`src/rtl/clut_pkg.sv`:
```
// Shared types, codes and constants for the palette texel decoder.
// Depends on nothing; the files that use it refer to it by scoped names.
package clut_pkg;

	// Default palette depth in entries.
	localparam int PALETTE_DEPTH = 256;

	// Item opcodes.
	localparam logic OP_LOAD  = 1'b0;
	localparam logic OP_TEXEL = 1'b1;

	// Blend modes applied to semi-transparent texels.
	localparam logic [1:0] BLEND_HALF    = 2'd0;
	localparam logic [1:0] BLEND_FULL    = 2'd1;
	localparam logic [1:0] BLEND_INV     = 2'd2;
	localparam logic [1:0] BLEND_QUARTER = 2'd3;

	// 5-5-5 color word layout.
	localparam logic [15:0] RED_MASK   = 16'b00000000_00011111;
	localparam logic [15:0] GREEN_MASK = 16'b00000011_11100000;
	localparam logic [15:0] BLUE_MASK  = 16'b01111100_00000000;
	localparam logic [15:0] SEMI_MASK  = 16'b10000000_00000000;
	localparam int          GREEN_LSB  = 5;
	localparam int          BLUE_LSB   = 10;

	localparam logic [3:0] NIBBLE_MASK  = 4'hF;
	localparam logic [7:0] ALPHA_OPAQUE = 8'd255;
	localparam logic [7:0] ALPHA_HALF   = 8'd127;

	// Unpacked pixel handed from the unpack stage to the alpha stage.
	typedef struct packed {
		logic [7:0] red;
		logic [7:0] green;
		logic [7:0] blue;
		logic [7:0] max_ch;    // largest of the three expanded channels
		logic       zero_word; // palette word was all zeros
		logic       blend_on;  // semi bit set on a transparent face
	} clut_pix_t;

endpackage

```
`src/rtl/clut_palette.sv`:
```
// Palette memory: one write port, one read port, registered read data.
// Depends on no package; depth and address width come from the top level.
module clut_palette #(
	parameter int DEPTH  = 256,
	parameter int ADDR_W = 8
) (
	input  logic              clk,
	input  logic              wr_en,
	input  logic [ADDR_W-1:0] wr_addr,
	input  logic [15:0]       wr_data,
	input  logic              rd_en,
	input  logic [ADDR_W-1:0] rd_addr,
	output logic [15:0]       rd_data
);

	logic [15:0] mem_q [DEPTH];

	always_ff @(posedge clk) begin
		if (wr_en) begin
			mem_q[wr_addr] <= wr_data;
		end
		if (rd_en) begin
			rd_data <= mem_q[rd_addr];
		end
	end

endmodule

```
`src/rtl/clut_unpack.sv`:
```
// Unpack a 5-5-5 palette word into expanded channels, their maximum and flags.
// Depends on clut_pkg for the word layout and the pixel struct.
module clut_unpack (
	input  logic                  [15:0] word,
	input  logic                         face_transparent,
	output clut_pkg::clut_pix_t          pix
);

	logic [4:0] red5;
	logic [4:0] green5;
	logic [4:0] blue5;
	logic [7:0] red8;
	logic [7:0] green8;
	logic [7:0] blue8;
	logic [7:0] max_rg;

	always_comb begin
		red5   = 5'(word & clut_pkg::RED_MASK);
		green5 = 5'((word & clut_pkg::GREEN_MASK) >> clut_pkg::GREEN_LSB);
		blue5  = 5'((word & clut_pkg::BLUE_MASK) >> clut_pkg::BLUE_LSB);
		red8   = {red5, 3'b000};
		green8 = {green5, 3'b000};
		blue8  = {blue5, 3'b000};
		max_rg = (red8 > green8) ? red8 : green8;

		pix.red       = red8;
		pix.green     = green8;
		pix.blue      = blue8;
		pix.max_ch    = (max_rg > blue8) ? max_rg : blue8;
		pix.zero_word = (word == 16'd0);
		pix.blend_on  = ((word & clut_pkg::SEMI_MASK) != 16'd0) && face_transparent;
	end

endmodule

```
`src/rtl/clut_alpha.sv`:
```
// Alpha selection from the blend mode, the channel maximum and its square.
// Depends on clut_pkg for blend codes, alpha constants and the pixel struct.
module clut_alpha (
	input  clut_pkg::clut_pix_t       pix,
	input  logic                [7:0] max_sq,  // (max * max) >> 8
	input  logic                [1:0] blend_mode,
	output logic                [7:0] alpha
);

	logic [7:0] sq_x4;

	always_comb begin
		// saturate (max_sq * 4) to 255
		sq_x4 = (max_sq[7:6] != 2'b00) ? 8'hFF : {max_sq[5:0], 2'b00};

		if (pix.zero_word) begin
			alpha = 8'd0;
		end else if (!pix.blend_on) begin
			alpha = clut_pkg::ALPHA_OPAQUE;
		end else begin
			case (blend_mode)
				clut_pkg::BLEND_HALF:    alpha = clut_pkg::ALPHA_HALF;
				clut_pkg::BLEND_FULL:    alpha = sq_x4;
				clut_pkg::BLEND_INV:     alpha = clut_pkg::ALPHA_OPAQUE - pix.max_ch;
				clut_pkg::BLEND_QUARTER: alpha = max_sq;
				default:                 alpha = clut_pkg::ALPHA_OPAQUE;
			endcase
		end
	end

endmodule

```
`src/rtl/clut_texel_to_rgba.sv`:
```
// Top level of the palette texel decoder: input stage, palette, unpack, square, alpha.
// Depends on clut_pkg, clut_palette, clut_unpack and clut_alpha.
//
// Palette texel decoder. A load item (opcode OP_LOAD) writes palette_word into
// palette entry palette_slot and gives no result; slots at or beyond
// PALETTE_DEPTH are ignored. A texel item (OP_TEXEL) forms an index from
// texel_byte (low or high nibble in 4-bit mode, chosen by odd_column), reads
// the palette and returns one RGBA result: each 5-bit channel shifted left by
// three, alpha from the semi bit, the face flag and the blend mode. A zero
// word, or an index at or beyond PALETTE_DEPTH, gives all zeros. Reading an
// entry that was never written returns whatever the memory holds. The block
// is a five-stage pipeline: input register, palette read, unpack and channel
// maximum, 8x8 square, alpha select into the output register. One item is
// accepted every cycle while the output is not stalled. The whole pipeline
// advances together whenever the output register is empty or being taken,
// so in_ready follows out_ready; empty slots left by load items travel along
// as bubbles. Loads and reads share the palette stage, so a texel always
// sees every load accepted before it.
module clut_texel_to_rgba #(
	parameter int PALETTE_DEPTH = clut_pkg::PALETTE_DEPTH
) (
	input  logic       clk,
	input  logic       arst_n,

	input  logic       in_valid,
	output logic       in_ready,
	input  logic       opcode,
	input  logic [7:0] palette_slot,
	input  logic [15:0] palette_word,
	input  logic [7:0] texel_byte,
	input  logic       odd_column,
	input  logic       four_bit_mode,
	input  logic       face_transparent,
	input  logic [1:0] blend_mode,

	output logic       out_valid,
	input  logic       out_ready,
	output logic [7:0] red,
	output logic [7:0] green,
	output logic [7:0] blue,
	output logic [7:0] alpha
);

	localparam int ADDR_W = $clog2(PALETTE_DEPTH);

	// Advance every stage at once; hold everything while the result waits.
	logic adv;

	// Stage 1: registered input item with its palette index.
	logic        valid_s1;
	logic        op_s1;
	logic [7:0]  slot_s1;
	logic [15:0] word_s1;
	logic [7:0]  idx_s1;
	logic        trans_s1;
	logic [1:0]  mode_s1;

	// Stage 2: palette read data (inside the memory) and texel attributes.
	logic        valid_s2;
	logic        idx_ok_s2;
	logic        trans_s2;
	logic [1:0]  mode_s2;

	// Stage 3: unpacked pixel.
	logic                valid_s3;
	clut_pkg::clut_pix_t pix_s3;
	logic [1:0]          mode_s3;

	// Stage 4: squared maximum.
	logic                valid_s4;
	clut_pkg::clut_pix_t pix_s4;
	logic [1:0]          mode_s4;
	logic [7:0]          sq_s4;

	logic        out_valid_q;
	logic [3:0]  nibble;
	logic [7:0]  idx_in;
	logic        slot_ok;
	logic        idx_ok;
	logic        pal_wr;
	logic        pal_rd;
	logic [15:0] pal_data;
	logic [15:0] word_eff;
	logic [15:0] max_prod;
	logic [7:0]  alpha_c;
	clut_pkg::clut_pix_t pix_c;

	assign adv       = !out_valid_q || out_ready;
	assign in_ready  = adv;
	assign out_valid = out_valid_q;

	// Pick the palette index: a nibble in 4-bit mode, the whole byte otherwise.
	always_comb begin
		nibble = odd_column ? (texel_byte[7:4] & clut_pkg::NIBBLE_MASK)
		                    : (texel_byte[3:0] & clut_pkg::NIBBLE_MASK);
		idx_in = four_bit_mode ? {4'b0000, nibble} : texel_byte;
	end

	// Valid bits: cleared by reset, advanced with the pipeline.
	always_ff @(posedge clk or negedge arst_n) begin
		if (!arst_n) begin
			valid_s1    <= 1'b0;
			valid_s2    <= 1'b0;
			valid_s3    <= 1'b0;
			valid_s4    <= 1'b0;
			out_valid_q <= 1'b0;
		end else if (adv) begin
			valid_s1    <= in_valid;
			// drop load items here: they end at the palette write
			valid_s2    <= valid_s1 && (op_s1 == clut_pkg::OP_TEXEL);
			valid_s3    <= valid_s2;
			valid_s4    <= valid_s3;
			out_valid_q <= valid_s4;
		end
	end

	// Payload registers: no reset needed.
	always_ff @(posedge clk) begin
		if (adv) begin
			op_s1    <= opcode;
			slot_s1  <= palette_slot;
			word_s1  <= palette_word;
			idx_s1   <= idx_in;
			trans_s1 <= face_transparent;
			mode_s1  <= blend_mode;

			idx_ok_s2 <= idx_ok;
			trans_s2  <= trans_s1;
			mode_s2   <= mode_s1;

			pix_s3  <= pix_c;
			mode_s3 <= mode_s2;

			pix_s4  <= pix_s3;
			mode_s4 <= mode_s3;
			sq_s4   <= max_prod[15:8];

			red   <= pix_s4.red;
			green <= pix_s4.green;
			blue  <= pix_s4.blue;
			alpha <= alpha_c;
		end
	end

	// Palette stage: loads write, texels read, both in item order.
	assign slot_ok = {1'b0, slot_s1} < 9'(PALETTE_DEPTH);
	assign idx_ok  = {1'b0, idx_s1} < 9'(PALETTE_DEPTH);
	assign pal_wr  = adv && valid_s1 && (op_s1 == clut_pkg::OP_LOAD) && slot_ok;
	assign pal_rd  = adv && valid_s1 && (op_s1 == clut_pkg::OP_TEXEL);

	clut_palette #(
		.DEPTH  (PALETTE_DEPTH),
		.ADDR_W (ADDR_W)
	) u_palette (
		.clk     (clk),
		.wr_en   (pal_wr),
		.wr_addr (slot_s1[ADDR_W-1:0]),
		.wr_data (word_s1),
		.rd_en   (pal_rd),
		.rd_addr (idx_s1[ADDR_W-1:0]),
		.rd_data (pal_data)
	);

	// An index beyond the palette reads as a zero word.
	assign word_eff = idx_ok_s2 ? pal_data : 16'd0;

	clut_unpack u_unpack (
		.word             (word_eff),
		.face_transparent (trans_s2),
		.pix              (pix_c)
	);

	// Square the channel maximum; keep the upper byte.
	assign max_prod = 16'(pix_s3.max_ch) * 16'(pix_s3.max_ch);

	clut_alpha u_alpha (
		.pix        (pix_s4),
		.max_sq     (sq_s4),
		.blend_mode (mode_s4),
		.alpha      (alpha_c)
	);

endmodule

```
`config.mk`:
```
export PLATFORM = sky130hd
export DESIGN_NAME = clut_texel_to_rgba
export DESIGN_NICKNAME = d
export VERILOG_FILES = /design/src/rtl/clut_pkg.sv /design/src/rtl/clut_palette.sv /design/src/rtl/clut_unpack.sv /design/src/rtl/clut_alpha.sv /design/src/rtl/clut_texel_to_rgba.sv
export SDC_FILE = /design/constraint.sdc
export NUM_CORES = 2
export LEC_CHECK = 0
export BUFFER_PORTS_ARGS = -buffer_cell sky130_fd_sc_hd__buf_2
export CAP_MARGIN = 20
export CELL_PAD_IN_SITES_DETAIL_PLACEMENT = 0
export CELL_PAD_IN_SITES_GLOBAL_PLACEMENT = 1
export CORE_MARGIN = 3
export CORE_UTILIZATION = 40
export DETAILED_ROUTE_END_ITERATION = 10
export GPL_TIMING_DRIVEN = 0
export PLACE_DENSITY = 0.6
export RECOVER_POWER = 100
export SLEW_MARGIN = 5
export SYNTH_ARGS = -nofsm -noshare
export SYNTH_HDL_FRONTEND = slang
export SYNTH_SLANG_ARGS = --single-unit
export TNS_END_PERCENT = 30
```
`constraint.sdc`:
```
create_clock -name clk -period 6.4 [get_ports clk]
set_input_delay 0.32 -clock clk [delete_from_list [all_inputs] [get_ports clk]]
set_output_delay 0.32 -clock clk [all_outputs]
set_load 0.01 [all_outputs]
```
---- Word-level counts from Yosys, hierarchy flattened ----
Memory sizes are Yosys's and may differ from the RTL's. A register that Yosys moved wholly into a read port is not among the register bits.
Cells that the tools add are included.
word-level totals
  register bits ........................... 129
  latch bits .............................. 0
  bits in writable memories ............... 4096
  bits in read-only memories .............. 0
  input port bits ......................... 42
  word-level logic and storage cells ...... 62
  memories ................................ 1
memory list
  name             depth  width  read ports  clocked after Yosys merged registers in  wr ports  line                text
  u_palette.mem_q  256    16     1           1                                        1         clut_palette.sv:16  logic [15:0] mem_q [DEPTH];
cells by class
  add/subtract/negate cells ............... 1
  multipliers ............................. 1
  divide/modulo/power cells ............... 0
  magnitude comparators ................... 2
  eq/ne operators ......................... 3
  shifts and indexed selects .............. 0
  mux-type cells .......................... 9
  bitwise gates (word level) .............. 1
  reduce and logical (&&, ||, !) cells .... 10
operator list
  operator                                              count
  two-way mux 8 bit                                     4
  case mux 8 bit (4 select lines)                       1
  > comparator 8 bit                                    2
  zero test 16 bit                                      1
  multiplier 8 x 8 -> 16 bit                            1
  two-way mux 4 bit                                     2
  subtractor 8 bit (first input constant)               1
  logical AND 1 bit                                     5
  equality test 2 bit (second input constant)           2
  equality test 2 x 1 -> 1 bit (second input constant)  1
  zero test 2 bit                                       1
  two-way mux 1 bit                                     2
  nonzero test 2 bit                                    1
  zero test 1 bit                                       1
  logical OR 1 bit                                      1
  inverter 1 bit                                        1

---- Longest topological paths before layout ----
  depth after elaboration ................. 6
  depth in mapped cells ................... 16

---- Hierarchy ----
A second synthesis with hierarchy kept.
unflattened totals
  cell total of the unflattened synthesis .. 7843
  area, all modules ....................... 166123.1 µm²
by module, submodules not included
  module              instances  cells each  area each (µm²)
  clut_palette        1          7360        158874.9
  clut_texel_to_rgba  1          361         6367.4
  clut_unpack         1          80          634.4
  clut_alpha          1          42          246.5

---- Worst setup path before layout ----
Ideal clock, no wire load.
  kind .................................... register -> register
  start point ............................. register out_valid_q, in the netlist out_valid
  end point ............................... memory u_palette.mem_q[54][0] (enable)
  library setup time ...................... 388 ps
  data arrival time ....................... 5932 ps
  required time ........................... 6012 ps
  slack ................................... 79 ps
  cell stages (with the launch flop) ...... 8
  buffers on the path ..................... 2
  period minus slack after synthesis ...... 6321 ps
  cells stage by stage .................... dfrtp_1 -> nand2b_1 -> clkbuf_1 -> nand2_1 -> nor4_1 -> nand3_1 -> clkbuf_1 -> nor2_1
between the ends
  word-level cells in the longest chain between the ends .. 6
RTL lines
  item                                     line                       text
  from (decl)                              clut_texel_to_rgba.sv:75   logic out_valid_q;
  from (signal assigned)                   clut_texel_to_rgba.sv:113  out_valid_q <= valid_s4;
  zero test 1 bit                          clut_texel_to_rgba.sv:88   assign adv = !out_valid_q || out_ready;
  logical OR 1 bit                         clut_texel_to_rgba.sv:88
  via in_ready                             clut_texel_to_rgba.sv:26   output logic in_ready,
  logical AND 1 bit (2 in a row)           clut_texel_to_rgba.sv:148  assign pal_wr = adv && valid_s1 && (op_s1 == clut_pkg::OP_LOAD) && slot_ok;
  two-way mux 1 bit                        clut_palette.sv:19         if (wr_en) begin
  two-way mux 1 bit (implied by the code)  clut_palette.sv:20         mem_q[wr_addr] <= wr_data;
  to (decl)                                clut_palette.sv:16
The timed path passes the listed nets, and every way through them passes these cells.

==> impl_metrics.prom <==
# TYPE chip_impl_metric gauge
chip_impl_metric{name="htree_num_levels",unit=""} 5
chip_impl_metric{name="worstPathRequired",unit="ns"} 7.07
chip_impl_metric{name="drive_above_1_share",unit="%"} 20.1
chip_impl_metric{name="switching_power",unit="mW"} 21.4
chip_impl_metric{name="drv.max_cap_violation_count",unit=""} 48
chip_impl_metric{name="timing.final.ws_setup",unit="ns"} -0.295
chip_impl_metric{name="detail_route.wirelength",unit="µm"} 602000
chip_impl_metric{name="timing_max_transition_violations_final",unit=""} 796
chip_impl_metric{name="power_density",unit="nW/µm²"} 383
chip_impl_metric{name="yosysWarnings",unit=""} 0
chip_impl_metric{name="placed_area",unit="µm²"} 182000
chip_impl_metric{name="yosys.cell_types.count",unit=""} 74
chip_impl_metric{name="place_hpwl",unit="µm"} 437000
chip_impl_metric{name="critical_path_peak_fanout",unit=""} 14
chip_impl_info{name="netlist.top_cell.by_area",value="edfxtp_1"} 1
chip_impl_info{name="tritoncts_clock_tree",value="built"} 1
chip_impl_metric{name="static-leakage-power",unit="nW"} 59.9
chip_impl_metric{name="fp.coreArea",unit="µm²"} 408000
chip_impl_info{name="synth_top_flop_cell",value="edfxtp_1"} 1
chip_impl_metric{name="first_pass_grt_wire_length",unit="µm"} 791000
chip_impl_metric{name="worstPathArrival",unit="ns"} 7.37
chip_impl_metric{name="finalHoldWorstSlack",unit="ns"} 0.0590
chip_impl_info{name="grt_setup_unrepaired",value="no"} 1
chip_impl_metric{name="clockPowerShare",unit="%"} 35.6
chip_impl_metric{name="rows",unit=""} 234
chip_impl_info{name="kind_of_end_point_of_the_critical_path",value="flip-flop"} 1
chip_impl_metric{name="timing_worst_slew_pin_value",unit="ns"} 3.40
chip_impl_metric{name="dp_cells",unit=""} 13647
chip_impl_metric{name="globalRoute.totalOverflow",unit=""} 0
chip_impl_metric{name="route.vias.total",unit=""} 89720
chip_impl_metric{name="design.die.area",unit="µm²"} 418000
chip_impl_metric{name="synthArstFlopShare",unit="%"} 0.118
chip_impl_metric{name="reg2reg_slack",unit="ns"} -0.29
chip_impl_metric{name="start_util",unit="%"} 40.3
chip_impl_metric{name="power_frac_seq",unit="%"} 44.9
chip_impl_metric{name="worst_reg2reg_path_length_in_cells",unit=""} 10
chip_impl_metric{name="first_iter_violations",unit=""} 14028
chip_impl_metric{name="netlist_instances",unit=""} 7688
chip_impl_metric{name="p_int",unit="mW"} 51.0
chip_impl_metric{name="comb_power_share",unit="%"} 19.5
chip_impl_metric{name="ys_seq_elements",unit=""} 4235
chip_impl_metric{name="yosysSeqAreaShare",unit="%"} 77.4
chip_impl_metric{name="min_clock_period_post_route",unit="ns"} 6.69
chip_impl_info{name="status",value="complete, but fails checks"} 1
chip_impl_metric{name="globalplace.congestion",unit=""} 0.974
chip_impl_metric{name="grt.total_usage",unit="%"} 28.4
chip_impl_info{name="hp-class",value="in -> reg"} 1
chip_impl_metric{name="instances_no_fill",unit=""} 14556
chip_impl_metric{name="slew_headroom",unit="%"} -126
chip_impl_info{name="cts.root.buffer_cell",value="clkbuf_16"} 1
chip_impl_metric{name="clk_path_buf_depth",unit=""} 4
chip_impl_metric{name="dpl_worst_slack",unit="ns"} -0.230
chip_impl_info{name="worst-setup-path-type",value="reg -> reg"} 1
chip_impl_metric{name="post_drt_wl_per_cell",unit="µm"} 41.4
chip_impl_metric{name="clock_insertion_delay_worst_skew",unit="ns"} 1.03
chip_impl_metric{name="syn_area",unit="µm²"} 164000
chip_impl_info{name="rr_endpoint",value="u_palette.rd_data[15]"} 1
chip_impl_metric{name="via_per_instance_ratio",unit=""} 6.16
chip_impl_metric{name="clk_pin_slew_worst_paths",unit="ns"} 0.06
chip_impl_info{name="cp-startpoint",value="idx_s1[1]"} 1
chip_impl_info{name="ys_top_cells_by_area",value="edfxtp_1, mux4_2, mux2i_1"} 1
chip_impl_metric{name="postLayoutCellArea",unit="µm²"} 189000
chip_impl_info{name="critical_path.reg2reg.startpoint",value="idx_s1[1]"} 1
chip_impl_metric{name="finalClockSkew",unit="ns"} 0.0932
chip_impl_metric{name="drt_pre_antenna_iters",unit=""} 6
chip_impl_metric{name="synthDominantCellAreaShare",unit="%"} 77.3
chip_impl_metric{name="drtAntennaViolNets",unit=""} 0
chip_impl_metric{name="totalNegativeSetupSlack",unit="ns"} -0.418
chip_impl_metric{name="antenna_found_initial",unit=""} 49
chip_impl_metric{name="drt_drc_violations_left",unit=""} 0
chip_impl_metric{name="area_delta_synth_final",unit="%"} 15.2
chip_impl_metric{name="finalNetCount",unit=""} 8813
chip_impl_metric{name="finalHoldViolCount",unit=""} 0
chip_impl_metric{name="dieHeight",unit="µm"} 647
chip_impl_metric{name="irDropWorstVdd",unit="V"} 0.000292
chip_impl_metric{name="die_width",unit="µm"} 647
chip_impl_info{name="failed_checks",value="max-capacitance violations, max-slew violations, negative setup slack"} 1
chip_impl_metric{name="pin_count_of_the_biggest_net_entering_global_routing",unit=""} 53
chip_impl_metric{name="switching_share",unit="%"} 29.6
chip_impl_metric{name="cts-buffers-inserted",unit=""} 440
chip_impl_metric{name="postCtsSetupBuffers",unit=""} 0
chip_impl_metric{name="max_clock_freq",unit="MHz"} 149
chip_impl_info{name="worstSetupEndpoint",value="u_palette.rd_data[15]"} 1
chip_impl_metric{name="setup_violations",unit=""} 2
chip_impl_metric{name="place.port_buffers",unit=""} 66
chip_impl_metric{name="first_global_vias",unit=""} 86635
chip_impl_metric{name="synth_edf_count",unit=""} 4230
chip_impl_metric{name="cts_num_sinks",unit=""} 4235
chip_impl_metric{name="post_route_clock_period_utilization",unit="%"} 105
chip_impl_metric{name="synth.avg_cell_area",unit="µm²"} 21.4
chip_impl_info{name="critical_path.startpoint_type",value="flip-flop"} 1
chip_impl_metric{name="top_level_ports",unit=""} 76
==> per-layer routing <==
metal,vias to the layer above,track usage (%),wire length [µm],share of wire [%]
met4,14,12.8,35200,5.9
met1,48215,38.4,229000,38
met2,5794,42.7,266000,44
met3,1136,8.47,71800,12
met5,-,0,221,0.037
li1,34561,-,-,-
==> cell type report <==
cell class | instances | area (µm²)
fillers | 34243 | 218000
flip-flops and latches | 4235 | 127000
multi-input cells | 2984 | 34000
clock buffers | 544 | 11500
well taps | 5428 | 6790
repair buffers | 604 | 3690
plain buffers | 457 | 3160
clock inverters | 263 | 2880
inverters | 20 | 75.1
diodes | 21 | 52.6
==> cells by family after synthesis <==
group | count (synthesis) | synth area share (%)
flops | 4235 | 77.4
mux | 1407 | 15.0
simple gates | 794 | 2.20
compound gates | 738 | 3.19
buf+inv | 477 | 1.93
fa+ha+maj | 29 | 0.239
xor+xnor | 7 | 0.0373
other cells | 1 | 0.00228
==> what timing repair did <==
item	4_1_cts	5_1_grt
endpoints found under the hold margin	42	0
endpoints found under the setup margin	1	0
hold buffers	67	0
resized for setup	1	0
==> critical path: stages (launching register included) <==
cell and delay (ns):
edfxtp_1 0.78, buf_4 0.49, buf_2 0.50, buf_2 0.67
buf_2 0.72, buf_2 0.94, mux4_2 0.46, nand2_1 0.07
nand3_1 0.37, nand4_1 0.35, nor4_2 0.94
==> worst min path at each step <==
stage,start,end,slack (ns),depth (start not counted)
floorplan,arst_n,out_valid,0.02,0
global placement,arst_n,out_valid,0.14,1
detailed placement,arst_n,out_valid,0.14,1
CTS,palette_word[14],word_s1[14],0.0005,2
global route,palette_word[5],word_s1[5],0.05,2
finish,palette_word[14],word_s1[14],0.06,2
==> metrics by stage <==
step | utilization (%) | power [mW]
after global placement | 42.1 | 47.1
final | 46.4 | 72.4
after CTS | 48.3 | 73.4
after floorplan | - | 40.0
after detailed placement | 44.6 | 47.9
after global routing | 46.4 | 73.9
==> state kept, by name (all words and copies together) (netlist names), 2 cells and up <==
name / flops
u_palette.mem_q: 4096
pix_s3: 22
pix_s4: 22
u_palette.rd_data: 16
word_s1: 16
alpha: 8
idx_s1: 8
slot_s1: 8
sq_s4: 8
blue: 5
green: 5
red: 5
mode_s1: 2
mode_s2: 2
mode_s3: 2
mode_s4: 2
==> placed cells by master (no fill, tap or decap), types with 109 or more instances in the layout <==
cell / netlist / final
mux4_2: 767 / 767
clkbuf_16: 0 / 444
mux2i_1: 560 / 560
o221ai_1: 123 / 123
edfxtp_1: 4230 / 4230
buf_2: 70 / 112
o22ai_1: 211 / 211
clkbuf_1: 181 / 669
a21oi_1: 109 / 109
nand2_1: 114 / 114
nor3_1: 151 / 151
nor2_1: 355 / 352
==> Yosys cell counts (all sizes together), types with 17 or more instances <==
library cell and number:
edfxtp 4230, mux4 822, mux2i 560, nor2 355
buf 267, o22ai 211, clkbuf 188, nor3 152
o221ai 124, nand2 114, a21oi 110, o21ai 52
a22oi 47, nor4 44, nand3 33, a22o 32
a211oi 31, a221oi 28, a2111oi 27, ha 25
mux2 25, and2 23, a31oi 22, inv 20
nor2b 17
==> power groups by stage <==
stage	clock network (mW)	registers (mW)	logic, mW
floorplan	0	33.9	6.11
global placement	0	35.2	11.9
detailed placement	0	33.0	14.9
CTS	26.0	32.5	14.9
global route	27.0	32.6	14.3
finish	25.7	32.5	14.1
No activity file was read; power rests on OpenSTA's default activity.
